==> src/triple_set_overlap_counter_unit_assert.svh <==
// Assertion macros used by the triple set overlap counter sequencer (tsoc_ctrl).
`ifndef TRIPLE_SET_OVERLAP_COUNTER_UNIT_ASSERT_SVH
`define TRIPLE_SET_OVERLAP_COUNTER_UNIT_ASSERT_SVH

// Same-cycle implication, disabled while reset is asserted.
`define TSOC_ASSERT_IMP(lbl, clk, rstn, ante, cons) \
	lbl: assert property (@(posedge clk) disable iff (!rstn) (ante) |-> (cons)) \
		else $error("tsoc assertion failed");

// Next-cycle implication, disabled while reset is asserted.
`define TSOC_ASSERT_NXT(lbl, clk, rstn, ante, cons) \
	lbl: assert property (@(posedge clk) disable iff (!rstn) (ante) |=> (cons)) \
		else $error("tsoc assertion failed");

`endif

==> src/tsoc_pkg.sv <==
// Package with widths, codes and constants of the triple set overlap counter.
package tsoc_pkg;

	localparam int CMD_W    = 2;
	localparam int GENE_W   = 10;
	localparam int SAMPLE_W = 10;
	localparam int LEVEL_W  = 32;
	localparam int COUNT_W  = 28;
	localparam int GCNT_W   = 11;
	localparam int SPLIT_W  = 9;
	localparam int CFG_IDX_W  = 1;
	localparam int CFG_DATA_W = 11;
	localparam int WORD_W   = 64;

	localparam logic [CMD_W-1:0] CMD_LOAD     = 2'd0;
	localparam logic [CMD_W-1:0] CMD_RUN      = 2'd1;
	localparam logic [CMD_W-1:0] CMD_CLEAR    = 2'd2;
	localparam logic [CMD_W-1:0] CMD_RESERVED = 2'd3;

	localparam logic [CFG_IDX_W-1:0] CFG_GENE_COUNT  = 1'b0;
	localparam logic [CFG_IDX_W-1:0] CFG_TUMOR_SPLIT = 1'b1;

	localparam logic [COUNT_W-1:0] COUNT_MAX = '1;

	typedef logic [WORD_W-1:0] word_t;

endpackage

==> src/tsoc_if.sv <==
// Channel interfaces: command items, result items and configuration writes.
interface tsoc_cmd_if;
	logic                                  valid;
	logic                                  ready;
	logic [tsoc_pkg::CMD_W-1:0]            command;
	logic [tsoc_pkg::GENE_W-1:0]           gene_index;
	logic [tsoc_pkg::SAMPLE_W-1:0]         sample_index;
	logic signed [tsoc_pkg::LEVEL_W-1:0]   level;
	modport source (output valid, command, gene_index, sample_index, level, input ready);
	modport sink (input valid, command, gene_index, sample_index, level, output ready);
endinterface

interface tsoc_res_if;
	logic                         valid;
	logic                         ready;
	logic [tsoc_pkg::COUNT_W-1:0] triple_count;
	modport source (output valid, triple_count, input ready);
	modport sink (input valid, triple_count, output ready);
endinterface


==> src/tsoc_ctrl.sv <==
// Sequencer: loads, clears and the triple walk over one shared AND/compare unit.
`include "triple_set_overlap_counter_unit_assert.svh"

module tsoc_ctrl #(
	parameter int MAX_GENES    = 1024,
	parameter int SAMPLE_WORDS = 4,
	parameter int DEPTH        = MAX_GENES * SAMPLE_WORDS,
	parameter int AW           = $clog2(DEPTH)
) (
	input  logic                          clk,
	input  logic                          arst_n,
	tsoc_cmd_if.sink                      cmd,
	tsoc_res_if.source                    res,
	input  logic [tsoc_pkg::GCNT_W-1:0]   gene_count,
	input  logic [tsoc_pkg::SPLIT_W-1:0]  tumor_split,
	output logic                          mem_we,
	output logic [AW-1:0]                 mem_addr,
	output tsoc_pkg::word_t               mem_wdata,
	input  tsoc_pkg::word_t               mem_rdata
);

	localparam int GCW = $clog2(MAX_GENES) + 2;
	localparam int WIW = (SAMPLE_WORDS > 1) ? $clog2(SAMPLE_WORDS) : 1;

	typedef enum logic [3:0] {
		ST_CLR, ST_IDLE, ST_LD_RD, ST_LD_WR, ST_PAIR, ST_P_RA, ST_P_RB, ST_P_RC,
		ST_P_END, ST_TRI, ST_T_RD, ST_T_CMP, ST_DONE
	} state_t;

	state_t                       state_q;
	logic [AW-1:0]                clr_q;
	logic [AW-1:0]                ld_addr_q;
	logic [5:0]                   ld_bit_q;
	logic [GCW-1:0]               n_q, a_q, b_q, c_q;
	logic [WIW-1:0]               w_q;
	logic                         any_q;
	tsoc_pkg::word_t              tmp_q;
	tsoc_pkg::word_t              ov_q [SAMPLE_WORDS];
	logic [tsoc_pkg::COUNT_W-1:0] total_q;
	logic                         out_valid_q;
	logic [tsoc_pkg::COUNT_W-1:0] out_count_q;

	logic                         accept;
	logic                         ld_ok;
	logic                         w_last;
	tsoc_pkg::word_t              and_op;
	tsoc_pkg::word_t              and_res;
	logic                         and_nz;

	function automatic logic [AW-1:0] word_addr(input logic [GCW-1:0] g,
		input logic [WIW-1:0] w);
		word_addr = AW'(AW'(g) * AW'(SAMPLE_WORDS)) + AW'(w);
	endfunction

	assign cmd.ready = (state_q == ST_IDLE);
	assign accept    = cmd.valid && cmd.ready;
	assign res.valid = out_valid_q;
	assign res.triple_count = out_count_q;
	assign w_last    = (w_q == WIW'(SAMPLE_WORDS - 1));

	// A record counts only when positive, inside the tumor split and inside the store.
	assign ld_ok = !cmd.level[tsoc_pkg::LEVEL_W-1] && (cmd.level != '0)
		&& (32'(cmd.sample_index) < 32'(tumor_split))
		&& (32'(cmd.sample_index) < 32'(SAMPLE_WORDS * 64))
		&& (32'(cmd.gene_index) < 32'(MAX_GENES));

	// Shared unit: intersect a memory word with the held operand and test for any bit.
	assign and_op  = (state_q == ST_P_RC) ? tmp_q : ov_q[w_q];
	assign and_res = and_op & mem_rdata;
	assign and_nz  = (and_res != '0);

	// Memory port selection.
	always_comb begin
		mem_we    = 1'b0;
		mem_wdata = '0;
		unique case (state_q)
			ST_CLR: begin
				mem_we   = 1'b1;
				mem_addr = clr_q;
			end
			ST_LD_RD: mem_addr = ld_addr_q;
			ST_LD_WR: begin
				mem_we    = 1'b1;
				mem_addr  = ld_addr_q;
				mem_wdata = mem_rdata | (tsoc_pkg::word_t'(1) << ld_bit_q);
			end
			ST_P_RA: mem_addr = word_addr(a_q, w_q);
			ST_P_RB: mem_addr = word_addr(b_q, w_q);
			ST_T_RD: mem_addr = word_addr(c_q, w_q);
			default: mem_addr = '0;
		endcase
	end

	// Sequencer state and registered outputs.
	always_ff @(posedge clk or negedge arst_n) begin
		if (!arst_n) begin
			state_q     <= ST_CLR;
			clr_q       <= '0;
			out_valid_q <= 1'b0;
			total_q     <= '0;
		end else begin
			if (res.valid && res.ready) begin
				out_valid_q <= 1'b0;
			end
			unique case (state_q)
				ST_CLR: begin
					clr_q <= clr_q + AW'(1);
					if (clr_q == AW'(DEPTH - 1)) begin
						state_q <= ST_IDLE;
					end
				end
				ST_IDLE: begin
					if (accept) begin
						ld_addr_q <= AW'(AW'(cmd.gene_index) * AW'(SAMPLE_WORDS))
							+ AW'(cmd.sample_index[9:6]);
						ld_bit_q  <= cmd.sample_index[5:0];
						if (cmd.command == tsoc_pkg::CMD_LOAD) begin
							if (ld_ok) begin
								state_q <= ST_LD_RD;
							end
						end else if (cmd.command == tsoc_pkg::CMD_RUN) begin
							if (32'(gene_count) > 32'(MAX_GENES)) begin
								n_q <= GCW'(MAX_GENES);
							end else begin
								n_q <= GCW'(gene_count);
							end
							a_q     <= '0;
							b_q     <= GCW'(1);
							total_q <= '0;
							state_q <= ST_PAIR;
						end else if (cmd.command == tsoc_pkg::CMD_CLEAR) begin
							clr_q   <= '0;
							state_q <= ST_CLR;
						end
					end
				end
				ST_LD_RD: state_q <= ST_LD_WR;
				ST_LD_WR: state_q <= ST_IDLE;
				ST_PAIR: begin
					w_q   <= '0;
					any_q <= 1'b0;
					if (b_q < n_q) begin
						state_q <= ST_P_RA;
					end else if (a_q + GCW'(1) < n_q) begin
						a_q <= a_q + GCW'(1);
						b_q <= a_q + GCW'(2);
					end else begin
						state_q <= ST_DONE;
					end
				end
				ST_P_RA: state_q <= ST_P_RB;
				ST_P_RB: begin
					tmp_q   <= mem_rdata;
					state_q <= ST_P_RC;
				end
				ST_P_RC: begin
					ov_q[w_q] <= and_res;
					any_q     <= any_q | and_nz;
					if (w_last) begin
						state_q <= ST_P_END;
					end else begin
						w_q     <= w_q + WIW'(1);
						state_q <= ST_P_RA;
					end
				end
				ST_P_END: begin
					if (any_q) begin
						c_q     <= b_q + GCW'(1);
						state_q <= ST_TRI;
					end else begin
						b_q     <= b_q + GCW'(1);
						state_q <= ST_PAIR;
					end
				end
				ST_TRI: begin
					w_q <= '0;
					if (c_q < n_q) begin
						state_q <= ST_T_RD;
					end else begin
						b_q     <= b_q + GCW'(1);
						state_q <= ST_PAIR;
					end
				end
				ST_T_RD: state_q <= ST_T_CMP;
				ST_T_CMP: begin
					if (and_nz || w_last) begin
						if (and_nz && total_q != tsoc_pkg::COUNT_MAX) begin
							total_q <= total_q + tsoc_pkg::COUNT_W'(1);
						end
						c_q     <= c_q + GCW'(1);
						state_q <= ST_TRI;
					end else begin
						w_q     <= w_q + WIW'(1);
						state_q <= ST_T_RD;
					end
				end
				ST_DONE: begin
					if (!out_valid_q) begin
						out_valid_q <= 1'b1;
						out_count_q <= total_q;
						state_q     <= ST_IDLE;
					end
				end
				default: state_q <= ST_IDLE;
			endcase
		end
	end

	`TSOC_ASSERT_IMP(a_pair_order, clk, arst_n, state_q == ST_P_RA, (a_q < b_q) && (b_q < n_q))
	`TSOC_ASSERT_IMP(a_tri_order, clk, arst_n, state_q == ST_T_RD, (b_q < c_q) && (c_q < n_q))
	`TSOC_ASSERT_IMP(a_we_src, clk, arst_n, mem_we, (state_q == ST_CLR) || (state_q == ST_LD_WR))
	`TSOC_ASSERT_NXT(a_result_from_run, clk, arst_n, !out_valid_q && state_q != ST_DONE,
		!out_valid_q)

endmodule

==> src/flat_wrapper.sv <==
// flat-port wrapper written by rule: the top's interface ports become plain ports
module tsoc_ctrl_flat 
#(
	parameter int MAX_GENES    = 1024,
	parameter int SAMPLE_WORDS = 4,
	parameter int DEPTH        = MAX_GENES * SAMPLE_WORDS,
	parameter int AW           = $clog2(DEPTH)
)
  (clk, arst_n, gene_count, tumor_split, mem_we, mem_addr, mem_wdata, mem_rdata, cmd_valid, cmd_command, cmd_gene_index, cmd_sample_index, cmd_level, cmd_ready, res_valid, res_triple_count, res_ready);
  tsoc_cmd_if cmd_i ();
  tsoc_res_if res_i ();
  input  logic clk;
  input  logic arst_n;
  input  logic [tsoc_pkg::GCNT_W-1:0] gene_count;
  input  logic [tsoc_pkg::SPLIT_W-1:0] tumor_split;
  output logic mem_we;
  output logic [AW-1:0] mem_addr;
  output tsoc_pkg::word_t mem_wdata;
  input  tsoc_pkg::word_t mem_rdata;
  input wire logic [$bits(cmd_i.valid)-1:0] cmd_valid;
  input wire logic [$bits(cmd_i.command)-1:0] cmd_command;
  input wire logic [$bits(cmd_i.gene_index)-1:0] cmd_gene_index;
  input wire logic [$bits(cmd_i.sample_index)-1:0] cmd_sample_index;
  input wire logic [$bits(cmd_i.level)-1:0] cmd_level;
  output wire logic [$bits(cmd_i.ready)-1:0] cmd_ready;
  output wire logic [$bits(res_i.valid)-1:0] res_valid;
  output wire logic [$bits(res_i.triple_count)-1:0] res_triple_count;
  input wire logic [$bits(res_i.ready)-1:0] res_ready;
  assign cmd_i.valid = cmd_valid;
  assign cmd_i.command = cmd_command;
  assign cmd_i.gene_index = cmd_gene_index;
  assign cmd_i.sample_index = cmd_sample_index;
  assign cmd_i.level = cmd_level;
  assign cmd_ready = cmd_i.ready;
  assign res_valid = res_i.valid;
  assign res_triple_count = res_i.triple_count;
  assign res_i.ready = res_ready;
  tsoc_ctrl #(.MAX_GENES(MAX_GENES), .SAMPLE_WORDS(SAMPLE_WORDS), .DEPTH(DEPTH), .AW(AW)) u_core (.clk(clk), .arst_n(arst_n), .cmd(cmd_i), .res(res_i), .gene_count(gene_count), .tumor_split(tumor_split), .mem_we(mem_we), .mem_addr(mem_addr), .mem_wdata(mem_wdata), .mem_rdata(mem_rdata));
endmodule
==> config.mk <==
export PLATFORM = sky130hd
export DESIGN_NAME = tsoc_ctrl_flat
export DESIGN_NICKNAME = d
export VERILOG_FILES = /design/src/tsoc_pkg.sv /design/src/tsoc_if.sv /design/src/tsoc_ctrl.sv /design/src/flat_wrapper.sv
export VERILOG_INCLUDE_DIRS = /design/src /design/src/src
export SDC_FILE = /design/constraint.sdc
export NUM_CORES = 1
export LEC_CHECK = 0
export BUFFER_PORTS_ARGS = -buffer_cell sky130_fd_sc_hd__buf_2
export CAP_MARGIN = 25
export CELL_PAD_IN_SITES_DETAIL_PLACEMENT = 0
export CELL_PAD_IN_SITES_GLOBAL_PLACEMENT = 1
export CORE_ASPECT_RATIO = 0.8
export CORE_UTILIZATION = 48
export DETAILED_ROUTE_END_ITERATION = 7
export PLACE_DENSITY = 0.77
export SYNTH_ARGS = -nofsm -noshare
export SYNTH_HDL_FRONTEND = slang
export SYNTH_SLANG_ARGS = --single-unit
==> constraint.sdc <==
create_clock -name clk -period 8 [get_ports clk]
set_clock_uncertainty 0.2 [all_clocks]
set_input_delay 1.6 -clock clk [delete_from_list [all_inputs] [get_ports clk]]
set_output_delay 1.6 -clock clk [all_outputs]
set_load 0.02 [all_outputs]
==> flow_metrics.env <==
export IMPL_status="finished clean"
export IMPL_required_ps=6200
export IMPL_relSlewSlack_pct=21.6
export IMPL_crit_family="simple AND/OR/NAND/NOR gates"
export IMPL_grt_pass1_wl_mm=88.2
export IMPL_maxCapViolCount=0
export IMPL_async_flop_share_pct=9.72
export IMPL_cts_tree="done"
export IMPL_synth_edff_count=416
export IMPL_final_layout_size_suffix_gt1_share_pct=26.8
export IMPL_worstHoldPathType="flip-flop to flip-flop"
export IMPL_hold_viol_final=0
export IMPL_setup_tns_ps=0
export IMPL_grt_pass1_vias=14500
export IMPL_route_detailed_drc=0
export IMPL_synth_nets=1794
export IMPL_crit_buf_inv=3
export IMPL_drt_wirelength_per_cell_um=23.3
export IMPL_max_freq_mhz=195
export IMPL_cp_start_kind="flip-flop"
export IMPL_syn_cell_area_sq_mm=0.0220
export IMPL_die_area_sq_mm=0.0466
export IMPL_hp_start="u_core.total_q[23]"
export IMPL_ys_flop_type="edfxtp_1"
export IMPL_synthTopCellsByArea="edfxtp_1 57%, mux4_2 6.6%, dfrtp_1 5.1%"
export IMPL_path_cells="clkinv_1 > and3_1 > or3_1 > a222oi_1 > inv_1 > buf_2"
export IMPL_p_switching_mw=2.24
export IMPL_wl_mm=57.8
export IMPL_post_cts_setup_buffers=0
export IMPL_dr_pass1_iters=5
export IMPL_ys_seq_elements=463
export IMPL_comb_power_share_pct=26.7
export IMPL_avgSynthCellArea_sq_um=13.8
export IMPL_clockPowerShare_pct=30.6
export IMPL_critPathKind="flip-flop to output pin"
export IMPL_fin_util_pct=56.7
export IMPL_post_route_min_period_ps=5120
export IMPL_antenna_cells=0
export IMPL_sw_frac_of_total_pct=31.1
export IMPL_clk_pin_slew_worst_paths_ps=60
export IMPL_p_per_area_mw_per_mm2=284
export IMPL_die_width_um=241
export IMPL_syn_inst=1593
export IMPL_via_per_inst=5.88
export IMPL_drtAntennaViolNets=0
export IMPL_first_iter_violations=1425
export IMPL_insertion_delay_ps=590
export IMPL_grt_overflow=0
export IMPL_synth_warnings=0
export IMPL_cpPeakStageDelay_ps=730
export IMPL_synth_top_area_share_pct=56.9
export IMPL_ys_seq_area_share_pct=62.2
export IMPL_seqPwrFrac_pct=42.7
export IMPL_worst_pin_slew_ps=1170
export IMPL_slowest_stage="dfrtp_1"
export IMPL_leakage_nw=9.63
export IMPL_crit_start="u_core.state_q[0]"
export IMPL_yosys_cell_count_top_type="edfxtp_1"
export IMPL_cts_num_sinks=463
export IMPL_placementRows=69
export IMPL_io_pins=249
export IMPL_rsz0062_at_grt="false"
export IMPL_endpoint_kind="output pin"
export IMPL_start_util_pct=49.0
export IMPL_syn_to_final_growth_pct=15.7
export IMPL_setup_viol=0
export IMPL_ir_drop_mv=0.163
export IMPL_numPortBuffers=248
export IMPL_internal_power_mw=4.97
export IMPL_core_region_area_sq_mm=0.0448
export IMPL_gr_usage_all_layers_pct=25.1
export IMPL_critPathMaxFanout=14
export IMPL_place_hpwl_mm=39.5
export IMPL_post_cts_resized=0
export IMPL_drv_slew=0
export IMPL_netlist_top_cells_count="416 x edfxtp_1, 124 x nor2_1, 88 x a21oi_1"
export IMPL_synth_top_area_cell="edfxtp_1"
export IMPL_final_nets=2043
export IMPL_min_period_over_period_pct=64.0
export IMPL_antenna_found_initial=1
export IMPL_cts_made_buffers=47
export IMPL_place_gp_congestion=0.872
export IMPL_h_tree_depth=2
export IMPL_cts_hold_buf=0
export IMPL_clockRootBuffer="clkbuf_16"
export IMPL_clk_path_buf_depth=3
export IMPL_grt_max_degree=66
export IMPL_vias=14600
export IMPL_synth_cell_types=69
export IMPL_die_y_um=193
export IMPL_crit_arrival_ps=3320
==> registers in the layout, indices dropped and copies added, names as in the netlist, named ones only <==
| register | cells |
|---|---|
| u_core.tmp_q | 64 |
| u_core.c_q | 12 |
| u_core.ld_bit_q | 6 |
| u_core.res.valid | 1 |
| u_core.total_q | 28 |
| u_core.state_q | 4 |
| u_core.b_q | 12 |
| u_core.ov_q | 256 |
| u_core.a_q | 12 |
| u_core.any_q | 1 |
| u_core.res.triple_count | 28 |
| u_core.ld_addr_q | 12 |
| u_core.w_q | 2 |
| u_core.clr_q | 12 |
| u_core.n_q | 11 |
==> cells by family after synthesis <==
logic type | synth area share, %
AOI/OAI and AO/OA | 7.42
xor gates and xnor gates | 2.07
adders and majority gates | 3.40
buffers and inverters | 2.41
DFF | 62.2
muxes | 10.6
and+or+nand+nor | 11.9
==> layout by cell type (no fill, tap or decap), drive strengths merged, types with 50 or more instances in the layout <==
master  Yosys  routed
mux2       67      67
a22oi      50      50
a21oi      93      93
clkbuf     42      57
buf        31     273
ha         58      58
nor2      125     125
and2       84      84
edfxtp    416     416
mux4       64      64
nand2      79      79
==> path summary, 6_finish.rpt <==
check / end / slack, ps / cells after the start
setup / recovery: mem_addr[1] / 2880 / 6
hold / removal: u_core.res.triple_count[23] / 310 / 0
setup reg to reg: u_core.c_q[4] / 3240 / 9
hold reg to reg: u_core.res.triple_count[23] / 310 / 0
max in group asynchronous: u_core.clr_q[11] / 6140 / 2
min in group asynchronous: u_core.total_q[11] / 960 / 2
==> per-stage QoR <==
step,instance area (sq um),cells,total power [mW],worst slack (ps),hold WS [ps]
after floorplan,22000,1593,4.45,3410,252
after global placement,23800,2393,5.00,3150,284
after detailed placement,23800,2394,5.04,3130,288
after CTS,25400,2477,7.25,2900,307
after global routing,25400,2479,7.53,2730,326
final,25400,2479,7.21,2880,309
==> worst reg2reg max path, stage by stage, from the launching register on <==
cell     delay, ps
dfxtp_4        930
buf_4          620
mux4_2         600
mux2_2         290
a22oi_1        220
nand4_1        210
nor4_2         360
nand2_2        460
nor2_1         280
o32ai_2        250
==> layout make-up <==
cell class	count	area (sq um)
Fill cell	3714	19400
Sequential cell	463	13700
Multi-Input combinational cell	1012	7830
Timing Repair Buffer	273	1480
Clock buffer	57	1260
Tap cell	603	754
Clock inverter	26	267
Inverter	45	169
==> metal layers <==
layer	global-route usage, %	up-vias	part of all wire, %
met3	4.75	73	8.4
met2	36.7	601	44
met5	0	-	0.019
met1	38.8	7299	46
met4	5.58	2	1.8
li1	-	6612	-
==> power groups by stage <==
stage	Clock, mW	Combinational (mW)	Sequential [mW]
3_3_place_gp	0	1.88	3.12
4_1_cts	2.25	1.92	3.08
2_1_floorplan	0	1.48	2.98
6_report	2.21	1.93	3.08
3_5_place_dp	0	1.91	3.13
5_1_grt	2.33	2.10	3.10
Power figures use the tool's default switching activity.
